### config.mk
export PLATFORM = sky130hd
export DESIGN_NAME = gzip_stored_envelope_framer
export DESIGN_NICKNAME = d
export VERILOG_FILES = /design/src/gse_pkg.sv /design/src/gse_front.sv /design/src/gse_queue.sv /design/src/gse_back.sv /design/src/gzip_stored_envelope_framer.sv
export SDC_FILE = /design/constraint.sdc
export NUM_CORES = 1
export LEC_CHECK = 0
export BUFFER_PORTS_ARGS = -buffer_cell sky130_fd_sc_hd__buf_2
export CAP_MARGIN = 20
export CORE_MARGIN = 2
export CORE_UTILIZATION = 54
export CTS_CLUSTER_DIAMETER = 150
export DETAILED_ROUTE_END_ITERATION = 8
export PLACE_DENSITY_LB_ADDON = 0.12
export SYNTH_ARGS = -nofsm -noshare
export SYNTH_HDL_FRONTEND = slang
export SYNTH_SLANG_ARGS = --single-unit
### constraint.sdc
create_clock -name clock -period 5.45 [get_ports clock]
set_input_delay 1.09 -clock clock [delete_from_list [all_inputs] [get_ports clock]]
set_output_delay 1.09 -clock clock [all_outputs]
set_load 0.02 [all_outputs]
### src/gse_pkg.sv
package gse_pkg;

   localparam int CSR_W      = 32;
   localparam int CSR_IDX_W  = 2;
   localparam int CHUNK_W    = 16;
   localparam int QUEUE_DEPTH = 2;

   typedef enum logic [CSR_IDX_W-1:0] {
      REG_MEMBER_LENGTH = 2'd0,
      REG_STORED_MODE   = 2'd1,
      REG_TRAILER_CRC   = 2'd2,
      REG_TRAILER_SIZE  = 2'd3
   } reg_index_type;

   typedef struct packed {
      logic [31:0] member_length;
      logic        stored_mode;
      logic [31:0] trailer_crc;
      logic [31:0] trailer_size;
   } cfg_type;

   typedef struct packed {
      logic [7:0] data_byte;
      logic       source_end;
   } req_type;

   typedef struct packed {
      logic [7:0] out_byte;
      logic       run_last;
      logic       envelope_done;
      logic       short_error;
   } rsp_type;

   // One classified transaction handed from front to back.
   typedef struct packed {
      logic               err;
      logic               hdr;
      logic               blk;
      logic               blk_final;
      logic [CHUNK_W-1:0] chunk;
      logic [7:0]         data;
      logic               trl;
   } desc_type;

endpackage

### src/gse_front.sv
module gse_front #(
   parameter int BLOCK_MAX = 65535
) (
   input  logic              clock,
   input  logic              reset,
   input  gse_pkg::cfg_type  cfg,
   input  logic              req_valid,
   input  gse_pkg::req_type  req_data,
   output logic              req_stall,
   output logic              push,
   output gse_pkg::desc_type push_desc,
   input  logic              q_full
);
   import gse_pkg::*;

   localparam int BL_W = $clog2(BLOCK_MAX + 1);
   localparam logic [32:0] BLOCK_MAX_W = 33'(BLOCK_MAX);

   logic [31:0]     bytes_seen_ff, bytes_seen_in;
   logic [BL_W-1:0] blk_left_ff, blk_left_in;
   logic            halted_ff, halted_in;

   logic [32:0]     rem;
   logic            rem_one;
   logic            err;
   logic            big;
   logic            need_blk;
   logic [BL_W-1:0] chunk;

   assign req_stall = q_full;
   assign push      = req_valid && !q_full && !halted_ff;

   always_comb begin
      rem      = {1'b0, cfg.member_length} - {1'b0, bytes_seen_ff};
      rem_one  = (rem == 33'd1);
      err      = rem[32] || (rem == 33'd0) || (rem_one != req_data.source_end);
      big      = (rem > BLOCK_MAX_W);
      chunk    = big ? BL_W'(BLOCK_MAX) : rem[BL_W-1:0];
      need_blk = cfg.stored_mode && (blk_left_ff == '0);

      push_desc.err       = err;
      push_desc.hdr       = (bytes_seen_ff == 32'd0);
      push_desc.blk       = need_blk;
      push_desc.blk_final = !big;
      push_desc.chunk     = CHUNK_W'(chunk);
      push_desc.data      = req_data.data_byte;
      push_desc.trl       = rem_one;
   end

   always_comb begin
      bytes_seen_in = bytes_seen_ff;
      blk_left_in   = blk_left_ff;
      halted_in     = halted_ff;
      if (push) begin
         if (err) begin
            halted_in = 1'b1;
         end else begin
            bytes_seen_in = bytes_seen_ff + 32'd1;
            if (cfg.stored_mode) begin
               blk_left_in = (need_blk ? chunk : blk_left_ff) - BL_W'(1);
            end
            halted_in = rem_one;
         end
      end
   end

   always_ff @(posedge clock) begin
      if (reset) begin
         bytes_seen_ff <= '0;
         blk_left_ff   <= '0;
         halted_ff     <= 1'b0;
      end else begin
         bytes_seen_ff <= bytes_seen_in;
         blk_left_ff   <= blk_left_in;
         halted_ff     <= halted_in;
      end
   end

endmodule

### src/gse_queue.sv
module gse_queue #(
   parameter int DEPTH = 2
) (
   input  logic              clock,
   input  logic              reset,
   input  logic              push,
   input  gse_pkg::desc_type push_desc,
   output logic              full,
   input  logic              pop,
   output logic              q_valid,
   output gse_pkg::desc_type pop_desc
);
   import gse_pkg::*;

   localparam int PTR_W = (DEPTH > 1) ? $clog2(DEPTH) : 1;
   localparam int CNT_W = $clog2(DEPTH + 1);

   desc_type         mem_ff [DEPTH];
   logic [PTR_W-1:0] wr_ptr_ff, wr_ptr_in;
   logic [PTR_W-1:0] rd_ptr_ff, rd_ptr_in;
   logic [CNT_W-1:0] count_ff, count_in;
   logic             do_push, do_pop;

   assign full     = (count_ff == CNT_W'(DEPTH));
   assign q_valid  = (count_ff != '0);
   assign pop_desc = mem_ff[rd_ptr_ff];
   assign do_push  = push && !full;
   assign do_pop   = pop && q_valid;

   always_comb begin
      wr_ptr_in = wr_ptr_ff;
      rd_ptr_in = rd_ptr_ff;
      count_in  = count_ff;
      if (do_push) begin
         wr_ptr_in = (wr_ptr_ff == PTR_W'(DEPTH - 1)) ? '0 : wr_ptr_ff + PTR_W'(1);
      end
      if (do_pop) begin
         rd_ptr_in = (rd_ptr_ff == PTR_W'(DEPTH - 1)) ? '0 : rd_ptr_ff + PTR_W'(1);
      end
      if (do_push && !do_pop) begin
         count_in = count_ff + CNT_W'(1);
      end else if (!do_push && do_pop) begin
         count_in = count_ff - CNT_W'(1);
      end
   end

   always_ff @(posedge clock) begin
      if (do_push) begin
         mem_ff[wr_ptr_ff] <= push_desc;
      end
   end

   always_ff @(posedge clock) begin
      if (reset) begin
         wr_ptr_ff <= '0;
         rd_ptr_ff <= '0;
         count_ff  <= '0;
      end else begin
         wr_ptr_ff <= wr_ptr_in;
         rd_ptr_ff <= rd_ptr_in;
         count_ff  <= count_in;
      end
   end

endmodule

### src/gse_back.sv
module gse_back (
   input  logic              clock,
   input  logic              reset,
   input  gse_pkg::cfg_type  cfg,
   input  logic              q_valid,
   input  gse_pkg::desc_type q_desc,
   output logic              pop,
   output logic              rsp_valid,
   input  logic              rsp_stall,
   output gse_pkg::rsp_type  rsp_data
);
   import gse_pkg::*;

   // Byte slots: gzip header, stored-block header, member byte, trailer.
   localparam int SLOT_W = 5;
   localparam logic [SLOT_W-1:0] SLOT_HDR      = 5'd0;
   localparam logic [SLOT_W-1:0] SLOT_HDR_LAST = 5'd9;
   localparam logic [SLOT_W-1:0] SLOT_BLK      = 5'd10;
   localparam logic [SLOT_W-1:0] SLOT_DATA     = 5'd15;
   localparam logic [SLOT_W-1:0] SLOT_LAST     = 5'd23;

   localparam logic [7:0] GZ_ID1     = 8'h1F;
   localparam logic [7:0] GZ_ID2     = 8'h8B;
   localparam logic [7:0] GZ_CM_DEFL = 8'h08;
   localparam logic [7:0] GZ_OS_UNK  = 8'hFF;

   logic              busy_ff, busy_in;
   logic [SLOT_W-1:0] slot_ff, slot_in;
   logic              rsp_valid_ff, rsp_valid_in;
   rsp_type           rsp_data_ff, rsp_data_in;

   logic [SLOT_W-1:0] first_slot, cur, nxt;
   logic              load, last;
   logic [7:0]        slot_byte;
   logic [CHUNK_W-1:0] inv;

   assign rsp_valid = rsp_valid_ff;
   assign rsp_data  = rsp_data_ff;

   always_comb begin
      first_slot = q_desc.hdr ? SLOT_HDR : (q_desc.blk ? SLOT_BLK : SLOT_DATA);
      cur        = busy_ff ? slot_ff : first_slot;
      load       = q_valid && (!rsp_valid_ff || !rsp_stall);
      last       = q_desc.err || ((cur == SLOT_DATA) && !q_desc.trl) || (cur == SLOT_LAST);
      nxt        = (cur == SLOT_HDR_LAST) ? (q_desc.blk ? SLOT_BLK : SLOT_DATA)
                                          : cur + SLOT_W'(1);
      inv        = ~q_desc.chunk;
      case (cur) inside
         5'd0:          slot_byte = GZ_ID1;
         5'd1:          slot_byte = GZ_ID2;
         5'd2:          slot_byte = GZ_CM_DEFL;
         [5'd3:5'd8]:   slot_byte = 8'h00;
         5'd9:          slot_byte = GZ_OS_UNK;
         5'd10:         slot_byte = {7'd0, q_desc.blk_final};
         5'd11:         slot_byte = q_desc.chunk[7:0];
         5'd12:         slot_byte = q_desc.chunk[15:8];
         5'd13:         slot_byte = inv[7:0];
         5'd14:         slot_byte = inv[15:8];
         5'd15:         slot_byte = q_desc.data;
         5'd16:         slot_byte = cfg.trailer_crc[7:0];
         5'd17:         slot_byte = cfg.trailer_crc[15:8];
         5'd18:         slot_byte = cfg.trailer_crc[23:16];
         5'd19:         slot_byte = cfg.trailer_crc[31:24];
         5'd20:         slot_byte = cfg.trailer_size[7:0];
         5'd21:         slot_byte = cfg.trailer_size[15:8];
         5'd22:         slot_byte = cfg.trailer_size[23:16];
         5'd23:         slot_byte = cfg.trailer_size[31:24];
         default:       slot_byte = 8'h00;
      endcase
   end

   always_comb begin
      pop          = load && last;
      busy_in      = busy_ff;
      slot_in      = slot_ff;
      rsp_data_in  = rsp_data_ff;
      rsp_valid_in = rsp_valid_ff && rsp_stall;
      if (load) begin
         busy_in                   = !last;
         slot_in                   = nxt;
         rsp_valid_in              = 1'b1;
         rsp_data_in.out_byte      = q_desc.err ? 8'h00 : slot_byte;
         rsp_data_in.run_last      = last;
         rsp_data_in.envelope_done = !q_desc.err && (cur == SLOT_LAST);
         rsp_data_in.short_error   = q_desc.err;
      end
   end

   always_ff @(posedge clock) begin
      rsp_data_ff <= rsp_data_in;
      slot_ff     <= slot_in;
   end

   always_ff @(posedge clock) begin
      if (reset) begin
         busy_ff      <= 1'b0;
         rsp_valid_ff <= 1'b0;
      end else begin
         busy_ff      <= busy_in;
         rsp_valid_ff <= rsp_valid_in;
      end
   end

endmodule

### src/gzip_stored_envelope_framer.sv
// gzip envelope framer. Each accepted member byte is checked against member_length and
// classified combinationally, then queued; the emitter sends one envelope byte per
// cycle from its output register while rsp_stall is low. An item yields its member
// byte, plus the 10-byte gzip header on the first byte, plus a 5-byte stored-block
// header in stored mode where a new block opens, plus the 8-byte CRC and size trailer
// on the last byte; a length error yields a single short_error byte and halts the
// block until reset. With rsp_stall low the pass-through rate is one byte per cycle,
// and the first output byte of an item goes through the queue and the output register
// to rsp_data. The user must write registers only while idle; this is not enforced.
module gzip_stored_envelope_framer #(
   parameter int BLOCK_MAX = 65535
) (
   input  logic                              clock,
   input  logic                              reset,
   input  logic                              csr_we,
   input  logic [gse_pkg::CSR_IDX_W-1:0]     csr_index,
   input  logic [gse_pkg::CSR_W-1:0]         csr_wdata,
   input  logic                              req_valid,
   output logic                              req_stall,
   input  gse_pkg::req_type                  req_data,
   output logic                              rsp_valid,
   input  logic                              rsp_stall,
   output gse_pkg::rsp_type                  rsp_data
);
   import gse_pkg::*;

   cfg_type  cfg_ff, cfg_in;
   logic     push, q_full, pop, q_valid;
   desc_type push_desc, q_desc;

   always_comb begin
      cfg_in = cfg_ff;
      if (csr_we) begin
         case (reg_index_type'(csr_index))
            REG_MEMBER_LENGTH: cfg_in.member_length = csr_wdata;
            REG_STORED_MODE:   cfg_in.stored_mode   = csr_wdata[0];
            REG_TRAILER_CRC:   cfg_in.trailer_crc   = csr_wdata;
            REG_TRAILER_SIZE:  cfg_in.trailer_size  = csr_wdata;
            default:           cfg_in = cfg_ff;
         endcase
      end
   end

   always_ff @(posedge clock) begin
      if (reset) begin
         cfg_ff.member_length <= 32'd1;
         cfg_ff.stored_mode   <= 1'b0;
         cfg_ff.trailer_crc   <= 32'd0;
         cfg_ff.trailer_size  <= 32'd0;
      end else begin
         cfg_ff <= cfg_in;
      end
   end

   gse_front #(
      .BLOCK_MAX (BLOCK_MAX)
   ) u_front (
      .clock     (clock),
      .reset     (reset),
      .cfg       (cfg_ff),
      .req_valid (req_valid),
      .req_data  (req_data),
      .req_stall (req_stall),
      .push      (push),
      .push_desc (push_desc),
      .q_full    (q_full)
   );

   gse_queue #(
      .DEPTH (QUEUE_DEPTH)
   ) u_queue (
      .clock     (clock),
      .reset     (reset),
      .push      (push),
      .push_desc (push_desc),
      .full      (q_full),
      .pop       (pop),
      .q_valid   (q_valid),
      .pop_desc  (q_desc)
   );

   gse_back u_back (
      .clock     (clock),
      .reset     (reset),
      .cfg       (cfg_ff),
      .q_valid   (q_valid),
      .q_desc    (q_desc),
      .pop       (pop),
      .rsp_valid (rsp_valid),
      .rsp_stall (rsp_stall),
      .rsp_data  (rsp_data)
   );

endmodule

==> out/metrics.csv, run 1 <==
stage;metric;value;unit
sta;RSZ-0062 raised after global routing;false;
sta;Fin Setup TNS;0;ps
placement;# port buffers;60;
yosys;Synth area leaders;dfxtp_1 (23%), edfxtp_1 (17%), nand2_1 (8.5%);
drt;total number of vias;12500;
yosys;number of flops mapped to enable cells by yosys;74;
power;maximum vdd drop;292;uV
global_routing;largest net degree at the start of global routing;74;
sta;Slew HR;40.5;%
placement;GP Congestion;0.958;
clocking;CTS Sinks;227;
yosys;register area share after synthesis;39.3;%
power;cell-internal power;3580;uW
setup_path;Crit-path slowest cell;or4_1;
drt;Post-DRT Antenna Nets;0;
drt;DRC;0;
yosys;Syn. warnings;0;
yosys;ys async rst share;0;%
floorplan;Die Width;162;um
setup_path;CP Buf/Inv Count;2;
yosys;cell type with the largest total area after synthesis;dfxtp_1;
setup_path;critical path cell sequence;inv_1 -> ha_1 -> nand4_1 -> or2_2 -> o221a_2 -> mux2i_1 -> or4_1 -> nor3_2 -> and4_4 -> nand3_1 -> inv_2 -> nand2b_1 -> a21oi_1 -> ha_2 -> nand2b_1 -> nor3_2 -> nand2b_1 -> or3_4 -> a22o_1 -> o311ai_0 -> o21ai_0;
sta;Setup Skew;6.47;ps
global_routing;vias in the first global route;11700;
yosys;Netlist Area Pre-Place;13500;sq um
clocking;CTS tree;done;
clocking;Root Driver;clkbuf_16;
setup_path;Setup CP Type;flip-flop to flip-flop;
sta;Final Setup Violations;0;
floorplan;IO Pins;61;
yosys;share of the synthesized area in the top cell type;22.8;%
setup_path;endpoint class of the critical path;flip-flop;
clocking;Clock transition at path regs;60;ps
drt;drt via density;6.26;
power;pwr/cell area;359;nW/um^2
run_status;status;finished clean;
yosys;Mean Syn Cell Area;8.19;sq um
worst_hold_path;worst hold path type;flip-flop to flip-flop;
sta;Final min period;5190;ps
yosys;number of synthesized register bits;227;
sta;Slew Limit Fails;0;
drt;Wirelength per Cell;19.6;um
global_routing;initial antenna violation count;0;
finish;commonest cells after routing, fill and taps aside;nand2_1 (304), a21oi_1 (193), dfxtp_1 (152);
yosys;dominant synthesized flop cell;dfxtp_1;
global_routing;gr usage total;29.5;%
power;Leak;0.00542;uW
global_routing;global-route wire length before repair;62100;um
yosys;Distinct cells, synth;87;
global_routing;total congestion overflow;0;
setup_path;CP required;5840;ps
setup_path;FF-to-FF path depth;21;
flow_run;Max-Cap Viols;0;
drt;DR pass1 iterations;5;
sta;fin crit share;95.2;%
global_routing;met1 usage;42.6;%
setup_path;worst r2r src;u_front.bytes_seen_ff[6];
power;switching power;1790;uW
sta;achievable clock frequency;193;MHz
floorplan;core area;24400;sq um
finish;commonest non-fill, non-tap cell in the layout;nand2_1;
sta;final hold vios;0;
power;clock group share of total power;33.3;%
worst_hold_path;HP Start;cfg_ff[43];
sta;Hold WS;454;ps
global_routing;met2 Use GR;46.4;%
yosys;Synth Instances;1644;
setup_path;CP top delay family;simple AND/OR/NAND/NOR gates;
yosys;syn_nets;1734;
finish;Final nets;1749;
finish;layout cells sized above 1;11.8;%
floorplan;FP Rows;57;
finish;# diodes;0;
placement;Final HPWL DP;28400;um
finish;P&R area growth vs syn;11.3;%
setup_path;CP max FO;9;
drt;DRT iter0 DRCs;1261;
sta;Worst-Margin Slew;892;ps
floorplan;Vert. Die Dim;162;um
setup_path;crit-path most repeated cell;nand2b_1;
setup_path;flop-to-flop setup slack;260;ps
clocking;Max Root-Sink Buffers;3;
floorplan;Die ar.;26200;sq um
drt;WL final;39300;um
clocking;CTS buffer count;25;
setup_path;arrival time worst endpoint;5580;ps
power;Sw Ratio;33.4;%
floorplan;starting density of the core;55.2;%
clocking;CTS HTree Levels;1;
power;Flop pwr share;37.3;%
global_routing;grt met3 use;4.21;%
setup_path;startpoint types;flip-flop;
power;logic gate share of total power;29.4;%
setup_path;Reg-to-Reg End;u_front.blk_left_ff[12];
global_routing;GRT busiest layer;met2;
clocking;latest clock arrival within the worst-skew pair;520;ps
setup_path;max incr delay on CP;560;ps
worst_hold_path;number of cells on the worst hold path;2;
worst_hold_path;Hold Path Sink;cfg_ff[43];
power groups by stage:
stage	Sequential (uW)	Clock, uW	Combinational, uW
6_report	2000	1790	1580
5_1_grt	2020	1880	1720
4_1_cts	2000	1810	1550
3_5_place_dp	2040	0	1550
3_3_place_gp	2030	0	1530
2_1_floorplan	2070	0	1080
flip-flops by register name, indices dropped and copies added (netlist names), 2 cells and up, named ones only:
signal,count
u_queue.mem_ff,58
cfg_ff,97
u_queue.count_ff,2
u_back.rsp_data,11
u_front.blk_left_ff,16
u_front.bytes_seen_ff,32
u_back.slot_ff,5
how the worst max path moves through the flow:
stage | from | endpoint | slack (ps) | cells past startpoint
final | u_front.bytes_seen_ff[6] | u_front.blk_left_ff[12] | 260 | 21
after global routing | u_front.bytes_seen_ff[22] | u_front.blk_left_ff[12] | 3 | 21
after CTS | u_front.bytes_seen_ff[0] | u_front.blk_left_ff[12] | 7 | 22
after detailed placement | u_front.bytes_seen_ff[0] | u_front.blk_left_ff[12] | 30 | 22
after global placement | u_front.bytes_seen_ff[0] | u_front.blk_left_ff[12] | 230 | 22
after floorplan | u_front.bytes_seen_ff[2] | u_front.blk_left_ff[12] | 220 | 22
tightest hold or removal path: stages, from the launching register on:
cell and delay (ps):
dfxtp_1 310, nand2_1 50, a21oi_1 50
synth_stat cells (7+ instances only):
| library cell | n |
|---|---|
| xor2_1 | 13 |
| nand2_1 | 304 |
| nand4_1 | 38 |
| o211ai_1 | 25 |
| edfxtp_1 | 74 |
| o31ai_1 | 14 |
| nand3_1 | 55 |
| xnor2_1 | 13 |
| and2_1 | 21 |
| a211oi_1 | 14 |
| nor4_1 | 17 |
| inv_1 | 56 |
| dfxtp_1 | 153 |
| o311ai_0 | 8 |
| nor2b_1 | 14 |
| and3_1 | 14 |
| a221oi_1 | 7 |
| o2111ai_1 | 7 |
| a21oi_1 | 197 |
| clkbuf_1 | 86 |
| or4_1 | 17 |
| a31oi_1 | 20 |
| o21ai_0 | 81 |
| o21a_1 | 14 |
| ha_1 | 41 |
| mux2i_1 | 37 |
| nor3_1 | 30 |
| and4_1 | 12 |
| a21o_1 | 22 |
| nand2b_1 | 13 |
| nor2_1 | 67 |
| mux2_2 | 9 |
| a211o_1 | 9 |
| or3_1 | 22 |
| buf_2 | 10 |
area by class of cell:
cell class | count | area [sq um]
inverter | 58 | 218
clock buffer | 33 | 737
timing repair buffer | 95 | 586
sequential | 227 | 5290
clock inverter | 12 | 149
fill | 2219 | 9410
tap | 324 | 405
multi-input combinational | 1252 | 7600
repair_timing:
item	in CTS	in global routing
setup buffers	0	2
hold buffers	0	0
hold endpoints to repair	0	0
resized for setup	0	21
endpoints found under the setup margin	0	5
stage by stage:
step	total power [uW]	instances	instance area (sq um)	utilization (%)	worst slack, ps
after detailed placement	3580	1954	14000	57.4	30.8
after floorplan	3140	1644	13500	-	224
final	5370	2001	15000	61.4	262
after CTS	5370	1999	14900	61.1	6.57
after global routing	5610	2001	15000	61.4	3.25
after global placement	3560	1953	14000	57.3	235
kinds of logic (layout without fill, tap and decap cells):
group / Yosys count / in the layout / share of synthesized area [%]
flip-flops: 227 / 227 / 39.3
AO/OA/AOI/OAI: 486 / 486 / 23.1
XOR/XNOR: 26 / 26 / 1.69
AND/OR/NAND/NOR: 652 / 652 / 23.5
adder cells (fa/ha/maj): 42 / 42 / 3.96
buffers and inverters: 165 / 198 / 4.89
multiplexers: 46 / 46 / 3.51
layer usage:
metal	wire, um	up-vias
li1	-	6063
met1	18400	5985
met2	17500	419
met3	2450	57
met4	850	0
met5	0	-
Power figures use the tool's default switching activity.
==> run 2, diff against run 1 <==
--- a/config.mk
+++ b/config.mk
@@ -15,3 +15,4 @@
 export SYNTH_ARGS = -nofsm -noshare
 export SYNTH_HDL_FRONTEND = slang
 export SYNTH_SLANG_ARGS = --single-unit
+export TNS_END_PERCENT = 30
==> constraint.sdc (replaced) <==
create_clock -name clock -period 5.45 [get_ports clock]
set_input_delay 0 -clock clock [delete_from_list [all_inputs] [get_ports clock]]
set_output_delay 0 -clock clock [all_outputs]
set_load 0.02 [all_outputs]
==> run 2 against run 1 <==
Against the previous run:
- routed wire length grew 4.2%
- largest power group unchanged
- total power decreased by 0.43%
- final area is 3.0% higher
- sequential cell count unchanged
- highest routed layer unchanged
- critical path type unchanged
- critical endpoint is now u_front.blk_left_ff[10]
==> out/metrics.csv, run 2 (synthesized netlist as in run 1, its figures left out) <==
stage;metric;value;unit;change
sta;worst setup margin;314;ps;was 262 ps
power;Sw Ratio;34.1;%;was 33.4%
clocking;CTS Sinks;227;;unchanged
setup_path;endpoint class of the critical path;flip-flop;;unchanged
drt;DRC;0;;unchanged
finish;# diodes;0;;unchanged
global_routing;total congestion overflow;0;;unchanged
clocking;CTS HTree Levels;1;;unchanged
placement;Placed Area;14100;sq um;was 14,000 sq um
clocking;CTS buffer count;24;;was 25
floorplan;IO Pins;61;;unchanged
worst_hold_path;number of cells on the worst hold path;4;;was 2
sta;final hold vios;0;;unchanged
power;maximum vdd drop;325;uV;was 292 uV
setup_path;CP required;5850;ps;was 5840 ps
power;Flop pwr share;37.4;%;was 37.3%
drt;WL final;40900;um;was 39,300 um
power;pwr/cell area;347;nW/um^2;was 359 nW/um^2
floorplan;core area;24400;sq um;unchanged
clocking;CTS tree;done;;unchanged
sta;Slew Limit Fails;0;;unchanged
sta;Final Setup Violations;0;;unchanged
finish;Util after Layout;63.3;%;was 61.4%
global_routing;vias in the first global route;11900;;was 11,700
placement;worst slack, placed;-2.45;ps;was 30.8 ps
drt;Post-DRT Antenna Nets;0;;unchanged
setup_path;startpoint types;flip-flop;;unchanged
sta;Worst-Margin Slew;1090;ps;was 892 ps
setup_path;max incr delay on CP;560;ps;about the same
floorplan;Vert. Die Dim;162;um;unchanged
power;switching power;1820;uW;was 1790 uW
drt;Wirelength per Cell;19.9;um;was 19.6 um
sta;achievable clock frequency;195;MHz;was 193 MHz
power;clock group share of total power;31.8;%;was 33.3%
finish;commonest cells after routing, fill and taps aside;nand2_1 (304), a21oi_1 (195), dfxtp_1 (152);;was nand2_1 (304), a21oi_1 (193), dfxtp_1 (152)
floorplan;Die ar.;26200;sq um;unchanged
floorplan;starting density of the core;55.2;%;unchanged
setup_path;FF-to-FF path depth;22;;was 21
floorplan;Die Width;162;um;unchanged
clocking;Clock transition at path regs;70;ps;was 60 ps
setup_path;Setup CP Type;flip-flop to flip-flop;;unchanged
setup_path;CP max FO;7;;was 9
drt;total number of vias;12900;;was 12,500
placement;Final HPWL DP;29000;um;was 28,400 um
setup_path;arrival time worst endpoint;5540;ps;was 5580 ps
setup_path;crit-path most repeated cell;nand2b_1;;unchanged
sta;Slew HR;27.5;%;was 40.5%
global_routing;global-route wire length before repair;64300;um;was 62,100 um
run_status;status;finished clean;;unchanged
drt;DRT iter0 DRCs;1405;;was 1,261
global_routing;initial antenna violation count;0;;unchanged
drt;DR pass1 iterations;8;;was 5
power;logic gate share of total power;30.8;%;was 29.4%
drt;drt via density;6.28;;was 6.26
worst_hold_path;worst hold path type;primary input to flip-flop;;was flip-flop to flip-flop
sta;Setup Skew;16.0;ps;was 6.47 ps
finish;P&R area growth vs syn;14.7;%;was 11.3%
placement;GP Congestion;0.945;;was 0.958
finish;Final nets;1803;;was 1,749
clocking;Root Driver;clkbuf_16;;unchanged
sta;fin crit share;94.2;%;was 95.2%
global_routing;largest net degree at the start of global routing;103;;was 74
finish;commonest non-fill, non-tap cell in the layout;nand2_1;;unchanged
placement;# port buffers;60;;unchanged
power;cell-internal power;3530;uW;was 3580 uW
clocking;latest clock arrival within the worst-skew pair;540;ps;was 520 ps
sta;Final min period;5140;ps;was 5190 ps
power;Leak;0.00564;uW;was 0.00542 uW
finish;biggest regs;cfg_ff x97, u_queue.mem_ff x58, u_front.bytes_seen_ff x32;;unchanged
floorplan;FP Rows;57;;unchanged
clocking;Max Root-Sink Buffers;3;;unchanged
finish;layout cells sized above 1;11.6;%;was 11.8%
flow_run;Max-Cap Viols;0;;unchanged
global_routing;gr usage total;30.6;%;was 29.5%
setup_path;critical path cell sequence;ha_1 -> inv_1 -> fa_1 -> a21o_1 -> a221oi_4 -> o221a_2 -> mux2i_1 -> or4_1 -> nor3_2 -> and4_4 -> nand3_1 -> inv_2 -> nand2b_1 -> a21oi_1 -> ha_2 -> nand2b_1 -> nor3_2 -> nand2b_1 -> or3_4 -> and2_1 -> o311ai_0 -> o21ai_0;;was inv_1 -> ha_1 -> nand4_1 -> or2_2 -> o221a_2 -> mux2i_1 -> or4_1 -> nor3_2 -> and4_4 -> nand3_1 -> inv_2 -> nand2b_1 -> a21oi_1 -> ha_2 -> nand2b_1 -> nor3_2 -> nand2b_1 -> or3_4 -> a22o_1 -> o311ai_0 -> o21ai_0
sta;Fin Setup TNS;0;ps;unchanged
finish;max FFs per register;97;;unchanged
finish;Reg with most FFs;cfg_ff;;unchanged
setup_path;Crit-path slowest cell;or4_1;;unchanged
finish;Final Cell Area;15400;sq um;was 15,000 sq um
run 2: worst paths after layout:
kind,endpoint,slack [ps],start
max,u_front.blk_left_ff[10],310,u_front.bytes_seen_ff[0]
min,cfg_ff[64],80,csr_we
max reg2reg,u_front.blk_left_ff[10],310,u_front.bytes_seen_ff[0]
min reg2reg,cfg_ff[37],450,cfg_ff[37]
run 2: worst max-delay path, delay by kind of cell, from the launching register on:
kind                       cells  cell delay, ps
muxes                          1             100
AOI/OAI and AO/OA              6            1470
DFF                            1             370
adders and majority gates      3             840
buffers and inverters          2             140
and+or+nand+nor               10            2070
run 2: per-layer routing:
metal  vias up  share of wire, %  track usage (%)
met5         -                 0                0
met4         0               3.3             9.41
met3        94               7.8             4.09
met2       548                45             48.4
met1      6096                44             43.7
li1       6161                 -                -
run 2: final cells by class:
type / count / area, sq um
Clock buffer: 34 / 699
Clock inverter: 10 / 123
Fill cell: 2125 / 8960
Inverter: 58 / 218
Multi-Input combinational cell: 1252 / 7580
Sequential cell: 227 / 5290
Tap cell: 324 / 405
Timing Repair Buffer: 150 / 1120
run 2: what timing repair did:
item | 4_1_cts | 5_1_grt
cloned | 0 | 0
pin swaps | 0 | 3
endpoints found under the setup margin | 1 | 5
setup buffers | 0 | 4
hold buffers | 46 | 0
gates resized for setup | 1 | 16
endpoints found under the hold margin | 149 | 0
run 2: power groups by stage:
stage | logic [uW] | clock network [uW] | registers [uW]
after floorplan | 1080 | 0 | 2070
after global placement | 1540 | 0 | 2030
after detailed placement | 1550 | 0 | 2040
after CTS | 1590 | 1720 | 2000
after global routing | 1780 | 1770 | 2020
final | 1650 | 1700 | 2000
run 2: through the flow:
stage                     hold slack, ps  power, uW  cells
after global placement               189       3570   1959
after CTS                           60.3       5320   2050
after floorplan                     98.9       3140   1644
after detailed placement             191       3590   1960
final                               80.8       5350   2055
after global routing                 102       5580   2055
==> run 3, diff against run 2 <==
--- a/config.mk
+++ b/config.mk
@@ -9,6 +9,7 @@
 export CAP_MARGIN = 20
 export CORE_MARGIN = 2
 export CORE_UTILIZATION = 54
+export CTS_BUF_LIST = sky130_fd_sc_hd__clkbuf_16
 export CTS_CLUSTER_DIAMETER = 150
 export DETAILED_ROUTE_END_ITERATION = 8
 export PLACE_DENSITY_LB_ADDON = 0.12
==> run 3 against run 2 <==
Against the previous run:
- worst setup slack got worse by 30 ps
- clock-buffer cell count fell by 10
- sequential cell count did not move
- clock skew rose by 1.8 ps
- worst hold slack improved by 9.2 ps
- via count rose by 0.14%
- non-clock buffer count did not move
- critical path depth did not move
- register-to-register slack got worse by 30 ps
- core utilization fell by 0.25 points
- routed wire length rose by 0.31%
==> out/metrics.csv, run 3 (synthesized netlist as in run 1, its figures left out) <==
stage;metric;value;unit;change
run_status;status;finished clean;;unchanged
finish;# diodes;0;;unchanged
setup_path;CP max FO;7;;unchanged
clocking;CTS HTree Levels;1;;unchanged
floorplan;Die Width;162;um;unchanged
clocking;Clock transition at path regs;60;ps;was 70 ps
floorplan;core area;24400;sq um;unchanged
global_routing;total congestion overflow;0;;unchanged
clocking;CTS tree;done;;unchanged
placement;GP Congestion;0.945;;unchanged
setup_path;CP required;5850;ps;about the same
drt;WL final;41000;um;was 40,900 um
sta;worst setup margin;284;ps;was 314 ps
placement;Placed Area;14100;sq um;unchanged
worst_hold_path;worst hold path type;primary input to flip-flop;;unchanged
power;Leak;0.00562;uW;was 0.00564 uW
finish;Final Cell Area;15400;sq um;about the same
finish;layout cells sized above 1;11.3;%;was 11.6%
global_routing;vias in the first global route;12000;;was 11,900
finish;Reg area;5290;sq um;unchanged
finish;Final nets;1803;;unchanged
finish;Fill cells;2140;;was 2,125
flow_run;Max-Cap Viols;0;;unchanged
finish;area of the multi-input gates;7580;sq um;unchanged
sta;Setup Skew;17.7;ps;was 16.0 ps
drt;DR pass1 iterations;7;;was 8
drt;DRT iter0 DRCs;1420;;was 1,405
floorplan;FP Rows;57;;unchanged
finish;commonest non-fill, non-tap cell in the layout;nand2_1;;unchanged
sta;achievable clock frequency;194;MHz;was 195 MHz
drt;Wirelength per Cell;20.0;um;was 19.9 um
sta;Worst-Margin Slew;1110;ps;was 1090 ps
sta;Slew Limit Fails;0;;unchanged
floorplan;Die ar.;26200;sq um;unchanged
finish;max FFs per register;97;;unchanged
sta;Slew HR;26.2;%;was 27.5%
setup_path;arrival time worst endpoint;5570;ps;was 5540 ps
clocking;Max Root-Sink Buffers;3;;unchanged
placement;worst slack, placed;-2.45;ps;unchanged
sta;Final min period;5170;ps;was 5140 ps
global_routing;gr usage total;30.7;%;was 30.6%
floorplan;starting density of the core;55.2;%;unchanged
drt;total number of vias;12900;;about the same
clocking;CTS Sinks;227;;unchanged
placement;Final HPWL DP;29000;um;unchanged
power;pwr/cell area;342;nW/um^2;was 347 nW/um^2
finish;P&R area growth vs syn;14.2;%;was 14.7%
floorplan;Vert. Die Dim;162;um;unchanged
finish;Reg with most FFs;cfg_ff;;unchanged
floorplan;IO Pins;61;;unchanged
finish;biggest regs;cfg_ff x97, u_queue.mem_ff x58, u_front.bytes_seen_ff x32;;unchanged
setup_path;startpoint types;flip-flop;;unchanged
clocking;latest clock arrival within the worst-skew pair;540;ps;about the same
global_routing;initial antenna violation count;0;;unchanged
drt;Post-DRT Antenna Nets;0;;unchanged
placement;# port buffers;60;;unchanged
setup_path;endpoint class of the critical path;flip-flop;;unchanged
finish;commonest cells after routing, fill and taps aside;nand2_1 (304), a21oi_1 (195), dfxtp_1 (152);;unchanged
drt;DRC;0;;unchanged
power;maximum vdd drop;329;uV;was 325 uV
power;Power, Total;5260;uW;was 5350 uW
global_routing;largest net degree at the start of global routing;103;;unchanged
global_routing;global-route wire length before repair;64700;um;was 64,300 um
sta;fin crit share;94.8;%;was 94.2%
clocking;Root Driver;clkbuf_16;;unchanged
sta;Hold WS;90.1;ps;was 80.8 ps
sta;Final Setup Violations;0;;unchanged
sta;final hold vios;0;;unchanged
setup_path;Setup CP Type;flip-flop to flip-flop;;unchanged
drt;drt via density;6.29;;was 6.28
clocking;CTS buffer count;24;;unchanged
[run 3: changes by cell type in the layout (fill, tap and decap cells not counted)]
cell      before  now
clkinv_1       1    5
clkbuf_8       6    0
clkbuf_2       1    0
inv_1         56   60
clkbuf_1       3    0
inv_2          1    3
[run 3: final cells by class]
cell class,instances,share of cell area (%)
multi-input combinational,1252,49.3
sequential,227,34.4
timing repair buffer,150,7.29
clock buffer,24,3.91
tap,324,2.64
inverter,58,1.42
clock inverter,20,1.04
[run 3: final timing paths]
kind,endpoint,from,slack (ps),depth (start not counted)
min,u_front.blk_left_ff[2],req_data[0],90,5
max reg2reg,u_front.blk_left_ff[10],u_front.bytes_seen_ff[0],280,22
min reg2reg,cfg_ff[37],cfg_ff[37],450,2
max,u_front.blk_left_ff[10],u_front.bytes_seen_ff[0],280,22
[run 3: per-stage QoR]
step | cells | util (%) | setup TNS [ps]
floorplan | 1644 | - | 0
CTS | 2050 | 62.6 | 0
global route | 2055 | 63.0 | -4.09
finish | 2055 | 63.0 | 0
detailed placement | 1960 | 57.6 | -2.45
global placement | 1959 | 57.5 | 0
[run 3: per-layer routing]
layer / vias to the layer above / GRT usage, % / part of all wire, %
met5: - / 0 / 0
met4: 0 / 9.41 / 3.0
met3: 78 / 3.17 / 7.1
met2: 548 / 48.6 / 45
met1: 6124 / 44.4 / 45
li1: 6167 / - / -
[run 3: where the power goes]
group / internal, uW / switching (uW) / leakage (uW)
Combinational: 602 / 1040 / 0.00341
Sequential: 1930 / 74.3 / 0.00182
Clock: 901 / 705 / 0.000392
Total: 3430 / 1820 / 0.00562
[run 3: worst max-delay path: stages, from the launching register on]
cell      delay, ps
dfxtp_2         370
ha_1            170
inv_1            60
fa_1            440
a21o_1          260
a221oi_4        370
o221a_2         270
mux2i_1         100
or4_1           560
nor3_2          120
and4_4          270
nand3_1         110
inv_2            80
nand2b_1         90
a21oi_1         170
ha_2            230
nand2b_1         90
nor3_2          180
nand2b_1        120
or3_4           380
and2_1          170
o311ai_0        290
o21ai_0         120
[run 3: what timing repair did]
action / 4_1_cts / 5_1_grt
pin swaps: 0 / 3
hold buffers: 46 / 0
buffers inserted: 0 / 4
endpoints found under the hold margin: 149 / 0
gates cloned: 0 / 0
gates resized for setup: 1 / 16
setup endpoints to repair: 1 / 5
